`src/design/gfmi_pkg.sv`:
```
// Shared types, constants and field helpers for the GF(2^128) arithmetic unit.
`default_nettype none

package gfmi_pkg;

  // field element and transport widths
  localparam int DATA_W     = 64;
  localparam int ELEM_W     = 2 * DATA_W;
  localparam int FUNC_W     = 2;
  localparam int TERM_W     = 7;

  // multiplier: MSB-first, MUL_DIGIT bits of the second operand per cycle
  localparam int MUL_DIGIT  = 8;
  localparam int MUL_STEPS  = ELEM_W / MUL_DIGIT;
  localparam int STEP_W     = $clog2(MUL_STEPS);

  // inversion by square-and-multiply rounds
  localparam int INV_ROUNDS = 126;
  localparam int ROUND_W    = 7;

  // low part of x^128 + x^7 + x^2 + x + 1
  localparam logic [7:0] POLY_LOW = 8'h87;

  // function codes
  localparam logic [FUNC_W-1:0] FN_MUL = 2'd0;
  localparam logic [FUNC_W-1:0] FN_INV = 2'd1;
  localparam logic [FUNC_W-1:0] FN_SUM = 2'd2;

  typedef logic [ELEM_W-1:0] elem_t;

  typedef enum logic [1:0] {
    ST_IDLE,
    ST_MUL,
    ST_FIN
  } state_t;

  // what the running multiply is for
  typedef enum logic [2:0] {
    OP_MUL,
    OP_SUM,
    OP_SUM_EMIT,
    OP_INV_SQ,
    OP_INV_PROD,
    OP_INV_FINAL
  } op_t;

  // operand sources for a multiply start (p, q)
  typedef enum logic [2:0] {
    SEL_IN_AB,
    SEL_IN_AA,
    SEL_IN_AX,
    SEL_PROD_RES,
    SEL_RES_RES,
    SEL_SQ_SQ
  } mul_sel_t;

  // where a finished product goes
  typedef enum logic [2:0] {
    DST_NONE,
    DST_SQ,
    DST_PROD,
    DST_SUM,
    DST_OUT_MUL,
    DST_OUT_SUM
  } dst_t;

  typedef struct packed {
    logic     start;
    mul_sel_t sel;
    logic     step;
    logic     prod_init;
    dst_t     dst;
  } dp_cmd_t;

  typedef struct packed {
    logic sum_full;
  } dp_stat_t;

  // multiply by x and reduce
  function automatic elem_t times_x(elem_t v);
    elem_t red;
    red = v[ELEM_W-1] ? elem_t'(POLY_LOW) : elem_t'(0);
    return {v[ELEM_W-2:0], 1'b0} ^ red;
  endfunction

endpackage

`default_nettype wire

```
`src/design/gfmi_dp.sv`:
```
// Datapath: digit-serial field multiplier, inversion registers, sum accumulator, result.
`default_nettype none

module gfmi_dp
  import gfmi_pkg::*;
#(
  parameter int SUM_TERMS = 128
) (
  input  wire logic              clk,
  input  wire logic              rst_n,
  input  wire logic [DATA_W-1:0] in_a_lo,
  input  wire logic [DATA_W-1:0] in_a_hi,
  input  wire logic [DATA_W-1:0] in_b_lo,
  input  wire logic [DATA_W-1:0] in_b_hi,
  input  wire dp_cmd_t           cmd,
  output dp_stat_t               stat,
  output logic [ELEM_W-1:0]      res
);

  localparam logic [TERM_W:0] SUM_LIMIT = (TERM_W + 1)'(SUM_TERMS);

  elem_t              mul_p_r;
  elem_t              mul_q_r;
  elem_t              mul_acc_r;
  elem_t              sq_r;
  elem_t              prod_r;
  elem_t              sum_acc_r;
  elem_t              res_r;
  logic [TERM_W-1:0]  term_idx_r;

  elem_t              in_a;
  elem_t              in_b;
  elem_t              x_pow;
  elem_t              src_p;
  elem_t              src_q;
  elem_t              acc_step;

  assign in_a  = {in_a_hi, in_a_lo};
  assign in_b  = {in_b_hi, in_b_lo};
  assign x_pow = elem_t'(1) << term_idx_r;

  // flag the element that closes a full sum
  assign stat.sum_full = ({1'b0, term_idx_r} + (TERM_W + 1)'(1)) >= SUM_LIMIT;

  assign res = res_r;

  // pick multiplier operands
  always_comb begin
    case (cmd.sel)
      SEL_IN_AB: begin
        src_p = in_a;
        src_q = in_b;
      end
      SEL_IN_AA: begin
        src_p = in_a;
        src_q = in_a;
      end
      SEL_IN_AX: begin
        src_p = in_a;
        src_q = x_pow;
      end
      SEL_PROD_RES: begin
        src_p = prod_r;
        src_q = mul_acc_r;
      end
      SEL_RES_RES: begin
        src_p = mul_acc_r;
        src_q = mul_acc_r;
      end
      SEL_SQ_SQ: begin
        src_p = sq_r;
        src_q = sq_r;
      end
      default: begin
        src_p = in_a;
        src_q = in_b;
      end
    endcase
  end

  // one digit of Horner multiply, top bits of q first
  always_comb begin
    acc_step = mul_acc_r;
    for (int k = 0; k < MUL_DIGIT; k++) begin
      acc_step = times_x(acc_step) ^ (mul_q_r[ELEM_W-1-k] ? mul_p_r : elem_t'(0));
    end
  end

  // advance the multiplier and capture finished products
  always_ff @(posedge clk) begin
    if (cmd.start) begin
      mul_p_r   <= src_p;
      mul_q_r   <= src_q;
      mul_acc_r <= elem_t'(0);
    end else if (cmd.step) begin
      mul_acc_r <= acc_step;
      mul_q_r   <= mul_q_r << MUL_DIGIT;
    end
    if (cmd.prod_init) begin
      prod_r <= in_a;
    end
    case (cmd.dst)
      DST_SQ:      sq_r   <= mul_acc_r;
      DST_PROD:    prod_r <= mul_acc_r;
      DST_OUT_MUL: res_r  <= mul_acc_r;
      DST_OUT_SUM: res_r  <= sum_acc_r ^ mul_acc_r;
      default: ;
    endcase
  end

  // hold the running sum and its term index
  always_ff @(posedge clk) begin
    if (!rst_n) begin
      sum_acc_r  <= elem_t'(0);
      term_idx_r <= '0;
    end else begin
      case (cmd.dst)
        DST_SUM: begin
          sum_acc_r  <= sum_acc_r ^ mul_acc_r;
          term_idx_r <= term_idx_r + TERM_W'(1);
        end
        DST_OUT_SUM: begin
          sum_acc_r  <= elem_t'(0);
          term_idx_r <= '0;
        end
        default: ;
      endcase
    end
  end

endmodule

`default_nettype wire

```
`config.mk`:
```
export PLATFORM = sky130hd
export DESIGN_NAME = gfmi_dp
export DESIGN_NICKNAME = d
export VERILOG_FILES = /design/src/design/gfmi_pkg.sv /design/src/design/gfmi_dp.sv
export SDC_FILE = /design/constraint.sdc
export NUM_CORES = 2
export LEC_CHECK = 0
export CAP_MARGIN = 10
export CELL_PAD_IN_SITES_DETAIL_PLACEMENT = 2
export CELL_PAD_IN_SITES_GLOBAL_PLACEMENT = 2
export CORE_MARGIN = 1
export CORE_UTILIZATION = 40
export CTS_BUF_LIST = sky130_fd_sc_hd__clkbuf_4 sky130_fd_sc_hd__clkbuf_8 sky130_fd_sc_hd__clkbuf_16
export DETAILED_ROUTE_END_ITERATION = 8
export DONT_BUFFER_PORTS = 1
export PLACE_DENSITY = 0.85
export SKIP_CTS_REPAIR_TIMING = 1
export SLEW_MARGIN = 40
export SYNTH_ARGS = -nofsm -noshare
export SYNTH_HDL_FRONTEND = slang
export SYNTH_SLANG_ARGS = --single-unit
```
`constraint.sdc`:
```
create_clock -name clk -period 13.88 [get_ports clk]
set_input_delay 0 -clock clk [delete_from_list [all_inputs] [get_ports clk]]
set_output_delay 0 -clock clk [all_outputs]
set_load 0.05 [all_outputs]
```
==> summary.txt <==
Setup path
  – Slowest library cell on the worst path: edfxtp_1
  – Critical Path Sink Type: register
  – Largest stage delay on the critical path: 0.90 ns
  – Reg2reg path depth: 9
  – Cell Chain, Critical Path: buf_4, buf_6, nand2_1, xnor2_1, xnor3_1, xnor2_1, mux2i_1, nor2_1, dlygate4sd3_1
  – Critical path peak fanout: 56
  – Setup CP Type: register to register
  – CP Data Arrival Time: 4.80 ns
  – Worst setup SP type: register
  – Most used cell, CP: xnor2_1
  – Worst path required time: roughly 15 ns

CTS
  – CTS sink cnt: around 900
  – Num CTS Buffers: approximately 110
  – H-tree depth: 3
  – Root buf cell: clkbuf_16
  – Clock slew at reported path FFs: 0.07 ns
  – Worst skew pair latency: just under 0.8 ns
  – Clock Path Buffers: 3
  – CTS tree: built

Timing
  – Tmin final: about 4.2 ns
  – Fin crit share: 29.92%
  – Hold WS: -0.07887 ns
  – RSZ-0062 raised after global routing: false
  – Layout Skew: between 0.04 and 0.05 ns
  – Slew margin rel.: around 16%
  – Slew at the pin closest to its max-slew limit: between 1 and 1.5 ns
  – Final Hold Fails: 9
  – Final setup violation count: 0
  – Fmax: about 240 MHz
  – Final setup TNS: 0 ns
  – Pins Over Slew Limit: 0
  – Fin worst setup slack: around 9.7 ns

Logic synthesis
  – Post-synthesis cell area: around 57000 um^2
  – Top_reg_cell synth: edfxtp_1
  – EDFF count, synth: 640
  – Top cells by count, synth: nand2_1, xnor2_1, edfxtp_1
  – Sequential area share after synthesis: around 43%
  – Synth top area cells: edfxtp_1, xnor2_1, dfxtp_1
  – Netlist cell types: 56
  – Avg Cell Area, Syn: 9.512 um^2
  – Synth Net Count: ~6300
  – Seq cells post-synth: between 900 and 1000
  – Synth warn: 0
  – Top-count cell post-synth: nand2_1
  – Top cell type's share of synthesized area: between 30% and 40%
  – Async SR Flop Fraction: 0%
  – Yosys top cell by area: edfxtp_1
  – Synthesized instance count: 6042

Die
  – Initial Util: slightly above 40%
  – Die Wd: 381.1 um
  – Total core area: around 140000 um^2
  – Num rows: 138
  – # IOs: between 300 and 400
  – Die area: 145200 um^2
  – Die H: about 380 um

Detailed routing
  – Number of detailed-route iterations in the first pass: 6
  – Post-Route WL: 280600 um
  – Via Count: ~51000
  – Post-route ant nets: 0
  – Vias per Instance: approximately 6.4
  – Iter 0 DRT Violations: roughly 6300
  – Wire length per cell: around 35 um
  – Drt drc: 0

GRT
  – Largest net degree at the start of global routing: between 500 and 600
  – Antenna violations before repair: ~110
  – GRT Resource Usage Total: about a third
  – First-pass GRT wire length: roughly 340000 um
  – Vias in the first global route: around 50000
  – Gr ovfl total: 0

Pwr
  – Comb pwr share: between 30% and 40%
  – Max VDD drop: around 0.00011 V
  – Cell Int Power: between 7 and 8 mW
  – Sequential Power Share: 38.4%
  – PwrDens: ~190 nW/um^2
  – P_leak: around 24 nW
  – Clock share of power: about a quarter
  – Net Sw Power: around 4.8 mW
  – Sw Share: 39.17%

Layout
  – Area growth, synth to finish: 13.23%
  – Final Util: 45.79%
  – Layout Cells excl Fill: 7922
  – Layout Nets: 6117
  – Layout cells sized above 1: just under 9%

Min path
  – HP Class: primary input to register
  – Hold Path Stages: 5

Placement
  – Pre-CTS WS: between 9 and 10 ns
  – Placed Instances: approximately 7300
  – Placed wire-length estimate: about 150000 um
  – PortBufs: 0
  – Routability-driven placement congestion ratio: about 0.87

Run status
  – Run status: finished with violations
  – Failing checks: hold timing

Flow run
  – Max-Cap Viols: 0
[flip-flops by register name, indices dropped and copies added, names as in the netlist]
signal,count
mul_p_r,128
mul_q_r,128
res,128
sum_acc_r,128
mul_acc_r,128
term_idx_r,7
sq_r,128
prod_r,128
[worst max-delay path: cells and delay by family, from the launching register on]
kind	cells	cell delay, ns
XOR/XNOR	3	0.76
buffers and inverters	3	1.88
flip-flops	1	0.90
multiplexers	1	0.16
AND/OR/NAND/NOR	2	0.22
[routing by layer]
metal	global-route usage [%]	wire length, um	vias up
met2	50.98	131400	3384
li1	-	-	20170
met3	8.636	27600	1035
met4	17.40	18160	84
met5	0	538	-
met1	38.38	102900	26130
[power groups by stage]
stage	Combinational (mW)	Clock [mW]	Sequential (mW)
after floorplan	3.63	0	3.86
after global placement	3.63	0	4.64
after detailed placement	3.84	0	4.69
after CTS	3.93	3.12	4.66
after global routing	4.61	3.25	4.76
final	4.43	3.17	4.75
[logic make-up (layout without fill, tap and decap cells)]
family | Yosys count | after routing | share of synthesized area (%)
flip-flops | 903 | 903 | 42.60
AO/OA/AOI/OAI | 899 | 899 | 10.37
multiplexers | 501 | 501 | 9.257
AND/OR/NAND/NOR | 1929 | 1929 | 13.41
adder cells (fa/ha/maj) | 6 | 6 | 0.1306
XOR/XNOR | 1042 | 1042 | 19.11
buffers and inverters | 762 | 658 | 5.118
other | 0 | 94 | 0
[path summary, 6_finish.rpt]
path	from	to	slack [ns]
worst max-delay path	mul_q_r[124]$_DFFE_PP_	mul_acc_r[38]$_SDFFE_PP0P_	9.73
worst min-delay path	in_a_hi[62]	mul_q_r[126]$_DFFE_PP_	-0.08
worst max register to register	mul_q_r[124]$_DFFE_PP_	mul_acc_r[38]$_SDFFE_PP0P_	9.73
worst min register to register	sum_acc_r[99]$_SDFFE_PN0P_	sum_acc_r[99]$_SDFFE_PN0P_	0.54
[layout make-up]
type                    instances  area (um^2)
diodes                         94        235.2
clock buffers                 151         3191
clock inverters                52        586.8
fillers                     14600        77030
inverters                     104        390.4
multi-input cells            4377        30190
flip-flops and latches        903        24480
well taps                    1890         2365
repair buffers                351         3638
[cell usage in the layout (no fill, tap or decap), types with 14 or more instances in the layout]
cell           Yosys  layout
nand3_1           28      27
o21ai_0          334     334
clkbuf_8           1      18
nor2b_1          140     139
dfxtp_1          263     263
mux2i_1          257     257
a221o_1          128     128
a21oi_1          163     161
xor2_1           139     139
nor2_1           434     432
clkbuf_16          0     111
clkinv_2           0      22
edfxtp_1         640     640
clkbuf_4           0      22
inv_1            102     102
dlygate4sd3_1      0     291
a22oi_1           14      14
mux2_2           244     244
xnor2_1          767     767
o221ai_1         112     112
buf_4              2      35
xnor3_1          130     130
diode_2            0      94
nand2_1         1299    1296
o211ai_1          99      99
[metrics by stage]
step / power (mW) / area, um^2 / hold WS, ns
detailed placement: 8.532 / 57940 / 0.1792
global route: 12.63 / 64990 / -0.04486
global placement: 8.263 / 57780 / 0.1628
CTS: 11.70 / 61720 / -0.6251
finish: 12.35 / 65070 / -0.07887
floorplan: 7.488 / 57470 / 0.1125
No activity file was read; power rests on OpenSTA's default activity.
