File: src/design/gfmi_pkg.sv
// Shared types, constants and field helpers for the GF(2^128) arithmetic unit.
`default_nettype none

package gfmi_pkg;

  // field element and transport widths
  localparam int DATA_W     = 64;
  localparam int ELEM_W     = 2 * DATA_W;
  localparam int FUNC_W     = 2;
  localparam int TERM_W     = 7;

  // multiplier: MSB-first, MUL_DIGIT bits of the second operand per cycle
  localparam int MUL_DIGIT  = 8;
  localparam int MUL_STEPS  = ELEM_W / MUL_DIGIT;
  localparam int STEP_W     = $clog2(MUL_STEPS);

  // inversion by square-and-multiply rounds
  localparam int INV_ROUNDS = 126;
  localparam int ROUND_W    = 7;

  // low part of x^128 + x^7 + x^2 + x + 1
  localparam logic [7:0] POLY_LOW = 8'h87;

  // function codes
  localparam logic [FUNC_W-1:0] FN_MUL = 2'd0;
  localparam logic [FUNC_W-1:0] FN_INV = 2'd1;
  localparam logic [FUNC_W-1:0] FN_SUM = 2'd2;

  typedef logic [ELEM_W-1:0] elem_t;

  typedef enum logic [1:0] {
    ST_IDLE,
    ST_MUL,
    ST_FIN
  } state_t;

  // what the running multiply is for
  typedef enum logic [2:0] {
    OP_MUL,
    OP_SUM,
    OP_SUM_EMIT,
    OP_INV_SQ,
    OP_INV_PROD,
    OP_INV_FINAL
  } op_t;

  // operand sources for a multiply start (p, q)
  typedef enum logic [2:0] {
    SEL_IN_AB,
    SEL_IN_AA,
    SEL_IN_AX,
    SEL_PROD_RES,
    SEL_RES_RES,
    SEL_SQ_SQ
  } mul_sel_t;

  // where a finished product goes
  typedef enum logic [2:0] {
    DST_NONE,
    DST_SQ,
    DST_PROD,
    DST_SUM,
    DST_OUT_MUL,
    DST_OUT_SUM
  } dst_t;

  typedef struct packed {
    logic     start;
    mul_sel_t sel;
    logic     step;
    logic     prod_init;
    dst_t     dst;
  } dp_cmd_t;

  typedef struct packed {
    logic sum_full;
  } dp_stat_t;

  // multiply by x and reduce
  function automatic elem_t times_x(elem_t v);
    elem_t red;
    red = v[ELEM_W-1] ? elem_t'(POLY_LOW) : elem_t'(0);
    return {v[ELEM_W-2:0], 1'b0} ^ red;
  endfunction

endpackage

`default_nettype wire

File: src/design/gfmi_ctrl.sv
// Controller: sequences multiplies for each function and owns the result handshake.
`default_nettype none

module gfmi_ctrl
  import gfmi_pkg::*;
(
  input  wire logic              clk,
  input  wire logic              rst_n,
  input  wire logic              in_valid,
  input  wire logic [FUNC_W-1:0] in_func,
  input  wire logic              in_last,
  output logic                   in_ready,
  output logic                   out_valid,
  input  wire logic              out_ready,
  output dp_cmd_t                cmd,
  input  wire dp_stat_t          stat
);

  state_t             state_r, state_nxt;
  op_t                op_r, op_nxt;
  logic [STEP_W-1:0]  cnt_r, cnt_nxt;
  logic [ROUND_W-1:0] round_r, round_nxt;
  logic               out_valid_r, out_valid_nxt;
  logic               slot_free;
  logic               out_set;

  assign out_valid = out_valid_r;
  assign slot_free = !out_valid_r || out_ready;

  // state register
  always_ff @(posedge clk) begin
    if (!rst_n) begin
      state_r     <= ST_IDLE;
      op_r        <= OP_MUL;
      cnt_r       <= '0;
      round_r     <= '0;
      out_valid_r <= 1'b0;
    end else begin
      state_r     <= state_nxt;
      op_r        <= op_nxt;
      cnt_r       <= cnt_nxt;
      round_r     <= round_nxt;
      out_valid_r <= out_valid_nxt;
    end
  end

  // next state and datapath commands
  always_comb begin
    state_nxt     = state_r;
    op_nxt        = op_r;
    cnt_nxt       = cnt_r;
    round_nxt     = round_r;
    in_ready      = 1'b0;
    out_set       = 1'b0;
    cmd.start     = 1'b0;
    cmd.sel       = SEL_IN_AB;
    cmd.step      = 1'b0;
    cmd.prod_init = 1'b0;
    cmd.dst       = DST_NONE;

    case (state_r)
      ST_IDLE: begin
        in_ready = 1'b1;
        if (in_valid) begin
          case (in_func)
            FN_MUL: begin
              cmd.start = 1'b1;
              cmd.sel   = SEL_IN_AB;
              op_nxt    = OP_MUL;
              state_nxt = ST_MUL;
            end
            FN_INV: begin
              cmd.start     = 1'b1;
              cmd.sel       = SEL_IN_AA;
              cmd.prod_init = 1'b1;
              round_nxt     = '0;
              op_nxt        = OP_INV_SQ;
              state_nxt     = ST_MUL;
            end
            FN_SUM: begin
              cmd.start = 1'b1;
              cmd.sel   = SEL_IN_AX;
              op_nxt    = (in_last || stat.sum_full) ? OP_SUM_EMIT : OP_SUM;
              state_nxt = ST_MUL;
            end
            default: ;
          endcase
        end
      end

      ST_MUL: begin
        cmd.step = 1'b1;
        cnt_nxt  = cnt_r + STEP_W'(1);
        if (cnt_r == STEP_W'(MUL_STEPS - 1)) begin
          cnt_nxt   = '0;
          state_nxt = ST_FIN;
        end
      end

      ST_FIN: begin
        case (op_r)
          OP_MUL, OP_INV_FINAL: begin
            if (slot_free) begin
              cmd.dst   = DST_OUT_MUL;
              out_set   = 1'b1;
              state_nxt = ST_IDLE;
            end
          end
          OP_SUM_EMIT: begin
            if (slot_free) begin
              cmd.dst   = DST_OUT_SUM;
              out_set   = 1'b1;
              state_nxt = ST_IDLE;
            end
          end
          OP_SUM: begin
            cmd.dst   = DST_SUM;
            state_nxt = ST_IDLE;
          end
          OP_INV_SQ: begin
            cmd.dst   = DST_SQ;
            cmd.start = 1'b1;
            cmd.sel   = SEL_PROD_RES;
            op_nxt    = OP_INV_PROD;
            state_nxt = ST_MUL;
          end
          OP_INV_PROD: begin
            cmd.dst   = DST_PROD;
            cmd.start = 1'b1;
            state_nxt = ST_MUL;
            if (round_r == ROUND_W'(INV_ROUNDS - 1)) begin
              cmd.sel = SEL_RES_RES;
              op_nxt  = OP_INV_FINAL;
            end else begin
              cmd.sel   = SEL_SQ_SQ;
              round_nxt = round_r + ROUND_W'(1);
              op_nxt    = OP_INV_SQ;
            end
          end
          default: state_nxt = ST_IDLE;
        endcase
      end

      default: state_nxt = ST_IDLE;
    endcase

    // result beat: set on capture, drop once taken
    if (out_set) begin
      out_valid_nxt = 1'b1;
    end else if (out_ready) begin
      out_valid_nxt = 1'b0;
    end else begin
      out_valid_nxt = out_valid_r;
    end
  end

  // step counter rests at zero outside a multiply
  a_cnt_idle: assert property (@(posedge clk) disable iff (!rst_n)
    (state_r != ST_MUL) |-> (cnt_r == '0))
    else $error("step counter not cleared outside multiply");

  // last digit always hands over to the finish cycle
  a_mul_done: assert property (@(posedge clk) disable iff (!rst_n)
    (state_r == ST_MUL && cnt_r == STEP_W'(MUL_STEPS - 1)) |=> (state_r == ST_FIN))
    else $error("multiply did not finish after last digit");

  // final inversion squaring only after all rounds
  a_inv_rounds: assert property (@(posedge clk) disable iff (!rst_n)
    (op_r == OP_INV_FINAL) |-> (round_r == ROUND_W'(INV_ROUNDS - 1)))
    else $error("inversion finished early");

  // a pending result blocks the finish cycle from overwriting it
  a_out_hold: assert property (@(posedge clk) disable iff (!rst_n)
    (state_r == ST_FIN && out_valid_r && !out_ready &&
     (op_r == OP_MUL || op_r == OP_INV_FINAL || op_r == OP_SUM_EMIT))
    |=> (state_r == ST_FIN && out_valid_r))
    else $error("result overwritten while waiting");

endmodule

`default_nettype wire

File: config.mk
export PLATFORM = sky130hd
export DESIGN_NAME = gfmi_ctrl
export DESIGN_NICKNAME = d
export VERILOG_FILES = /design/src/design/gfmi_pkg.sv /design/src/design/gfmi_ctrl.sv
export SDC_FILE = /design/constraint.sdc
export NUM_CORES = 1
export LEC_CHECK = 0
export BUFFER_PORTS_ARGS = -buffer_cell sky130_fd_sc_hd__buf_2
export CORE_MARGIN = 2
export CORE_UTILIZATION = 42
export CTS_CLUSTER_DIAMETER = 150
export DETAILED_ROUTE_END_ITERATION = 7
export PLACE_DENSITY = 0.73
export SLEW_MARGIN = 20
export SYNTH_ARGS = -nofsm -noshare
export SYNTH_HDL_FRONTEND = slang
export SYNTH_SLANG_ARGS = --single-unit
File: constraint.sdc
create_clock -name clk -period 1.7 [get_ports clk]
set_input_delay 0.255 -clock clk [delete_from_list [all_inputs] [get_ports clk]]
set_output_delay 0.255 -clock clk [all_outputs]
set_load 0.02 [all_outputs]
==> results.tsv <==
stage	metric	value	unit
clock_tree	cts_tree	yes	
setup_path	cp_num_buf_inv	2	
setup_path	slowest_stage	dfxtp_2	
clock_tree	clockBufferDepth	2	
setup_path	cp_top_family	compound AO/OA/AOI/OAI gates	
placed_design	dpl.hpwl	2030	um
synth	async_flop_share	0	%
pwr	p_int	0.000567	W
global_routing	antenna_found_initial	0	
pwr	power.density	557	mW/mm^2
placed_design	globalplace.congestion	0.836	
synth	syn_inst	139	
clock_tree	cts_root_buf	clkbuf_4	
setup_path	crit_fanout	3	
setup_path	crit-reg2reg-launch	op_r[0]	
layout	num-nets-final	182	
die	rows	18	
synth	ys_ff_latch	17	
timing	slew_headroom	73.6	%
global_routing	overflow	0	
layout	antennaDiodeCount	0	
synth	synth_nets	155	
pwr	ir_drop	0.400	mV
pwr	pwr-share-comb	21.0	%
synth	synth_warnings	0	
layout	drive_gt1_share	34.5	%
worst_hold_path	min_path_type	in2reg	
layout	postLayoutCellArea	0.00147	sq mm
route	drt.antenna.violating_nets	0	
die	dieArea	0.00315	sq mm
route	viasPerCell	5.78	
run	maxCapViolations	0	
run_status	status	finished with violations	
timing	fin_crit_sh	111	%
timing	tightest_slew	0.396	ns
setup_path	required	1.44	ns
synth	synth_enable_flop_cells	0	
pwr	clkPwrFrac	27.7	%
setup_path	path_cells	inv_2 -> ha_4 -> nand4_1 -> o211a_1 -> a311o_1 -> buf_6	
setup_path	crit_type	reg2out	
route	post-route-drc-count	0	
timing	hold_viol	0	
synth	syn_avg_cell_area	8.21	sq um
placed_design	dpl-instance-area	0.00126	sq mm
placed_design	portBuffers	18	
timing	finClkSkew	0.0109	ns
clock_tree	cts_max_level	1	
die	fp.dieW	56.1	um
clock_tree	clk_pin_slew_worst_paths	0.11	ns
die	start_util	45.2	%
layout	area_growth	28.8	%
die	io_pins	19	
pwr	swShare	30.8	%
global_routing	grt_max_degree	24	
layout	layoutNonFillerInstCount	195	
timing	slew_viol_final	0	
timing	setup_slack	-0.183	ns
route	drtIter0Drc	45	
layout	fillers	233	
layout	final_common_cell	nand2_1	
setup_path	critPathLaunch	round_r[1]	
setup_path	slowest_delay	0.34	ns
global_routing	grt_pass1_vias	1001	
layout	layout_common_cells	20 x nand2_1, 14 x buf_2, 13 x buf_4	
pwr	p_seq_share	51.3	%
die	die_h	56.1	um
pwr	p_sw	0.000252	W
route	dr.pass1.iters	4	
timing	setup_viol_count_final	1	
synth	synth_ff_type	dfxtp_1	
clock_tree	clock-sinks	17	
timing	max_clock_freq	531	MHz
route	num_vias	1128	
setup_path	cp-start-kind	register	
route	drt_wl_total	2900	um
run_status	failed_checks	negative setup slack	
global_routing	grt_pass1_wl	4600	um
route	wl_per_cell	14.9	um
pwr	p_leak	0.614	nW
die	core	0.00252	sq mm
clock_tree	clock_latency	0.30	ns
placed_design	dp_cells	185	
setup_path	arrival	1.63	ns
synth	seq_area_frac_synth	29.8	%
worst_hold_path	hold_start	out_ready	
timing	post-route-min-period	1.88	ns
synth	syn-cell-area	0.00114	sq mm
setup_path	worst_setup_path_end_kind	primary output	
global_routing	track_usage	18.2	%
pwr	power.total	0.000819	W
timing	rsz0062_at_grt	true	
synth	synth_cell_type_count	40	
clock_tree	cts_buffers	3	
## synthesized netlist by cell type (2+ instances only)
| cell | instances | area [sq um] |
|---|---|---|
| o211ai_1 | 2 | 15.0 |
| dfxtp_1 | 17 | 340 |
| nand4b_1 | 2 | 17.5 |
| buf_2 | 3 | 15.0 |
| nand3_1 | 4 | 20.0 |
| and3_1 | 2 | 12.5 |
| clkbuf_1 | 2 | 7.51 |
| buf_4 | 2 | 15.0 |
| and2_1 | 2 | 12.5 |
| o21a_1 | 3 | 22.5 |
| or3_1 | 3 | 18.8 |
| nor2_1 | 5 | 18.8 |
| mux2i_1 | 5 | 50.1 |
| nand2_1 | 20 | 75.1 |
| nand3b_1 | 2 | 15.0 |
| xnor2_1 | 2 | 17.5 |
| a21boi_0 | 2 | 15.0 |
| o221a_2 | 3 | 33.8 |
| ha_1 | 8 | 100 |
| o21ai_0 | 10 | 50.1 |
| o211a_1 | 3 | 30.0 |
| a21oi_1 | 6 | 30.0 |
| nor2b_1 | 3 | 18.8 |
| nor3_1 | 5 | 25.0 |
| inv_1 | 6 | 22.5 |
| nand2b_1 | 2 | 12.5 |
| a31oi_1 | 2 | 12.5 |
## metrics by stage
step | hold WS (ns) | TNS, ns | setup slack (ns) | utilization [%]
finish | 0.301 | -0.183 | -0.183 | 58.3
global route | 0.286 | -0.322 | -0.244 | 58.3
global placement | 0.457 | 0 | 0.113 | 50.1
floorplan | 0.421 | 0 | 0.167 | -
detailed placement | 0.454 | 0 | 0.0597 | 50.1
CTS | 0.300 | -0.434 | -0.153 | 53.3
## final cells by class
| class | count | area (sq um) | share of cell area [%] |
|---|---|---|---|
| inverters | 6 | 22.5 | 1.53 |
| clock inverters | 1 | 5.00 | 0.340 |
| multi-input cells | 108 | 825 | 56.1 |
| repair buffers | 30 | 201 | 13.7 |
| flip-flops and latches | 17 | 357 | 24.3 |
| well taps | 30 | 37.5 | 2.55 |
| clock buffers | 3 | 22.5 | 1.53 |
## logic make-up after synthesis
group,count (synthesis),synth area share [%]
simple gates,57,26.5
compound gates,36,22.7
flops,17,29.8
buf+inv,14,6.25
fa+ha+maj,8,8.77
mux,5,4.39
xor+xnor,2,1.54
## power groups by stage
stage	Combinational, W	Clock [W]	Sequential, W
after global routing	0.000187	0.000242	0.000422
after global placement	0.000139	0	0.000429
after CTS	0.000148	0.000226	0.000420
after floorplan	0.000106	0	0.000425
after detailed placement	0.000145	0	0.000430
final	0.000172	0.000227	0.000420
## flip-flops by register name, indices dropped and copies added (netlist names)
name and flops:
round_r 7, state_r 2, cnt_r 4, out_valid 1
op_r 3
## per-layer routing
metal / share of wire [%] / vias up / track usage, % / wire [um]
li1: - / 546 / - / -
met1: 41 / 534 / 23.2 / 1200
met2: 52 / 42 / 31.1 / 1500
met3: 5.8 / 6 / 5.12 / 169
met4: 0.83 / 0 / 3.06 / 24
met5: 0 / - / 0 / 0
## worst paths after layout
kind	slack, ns	depth (start not counted)	endpoint
worst max-delay path	-0.18	6	cmd[5]
worst min-delay path	0.30	3	out_valid
worst max register to register	0.04	7	round_r[1]
worst min register to register	0.48	1	round_r[6]
## worst min-delay path, stage by stage
cell and delay, ns:
buf_2 0.07, nor2b_1 0.05, o21a_1 0.18
## what timing repair did
action	4_1_cts	5_1_grt
gates cloned	0	0
gates resized for setup	15	21
hold buffers	0	0
endpoints found under the setup margin	5	9
pin swaps	2	5
setup buffers	1	5
Power figures use the tool's default switching activity.
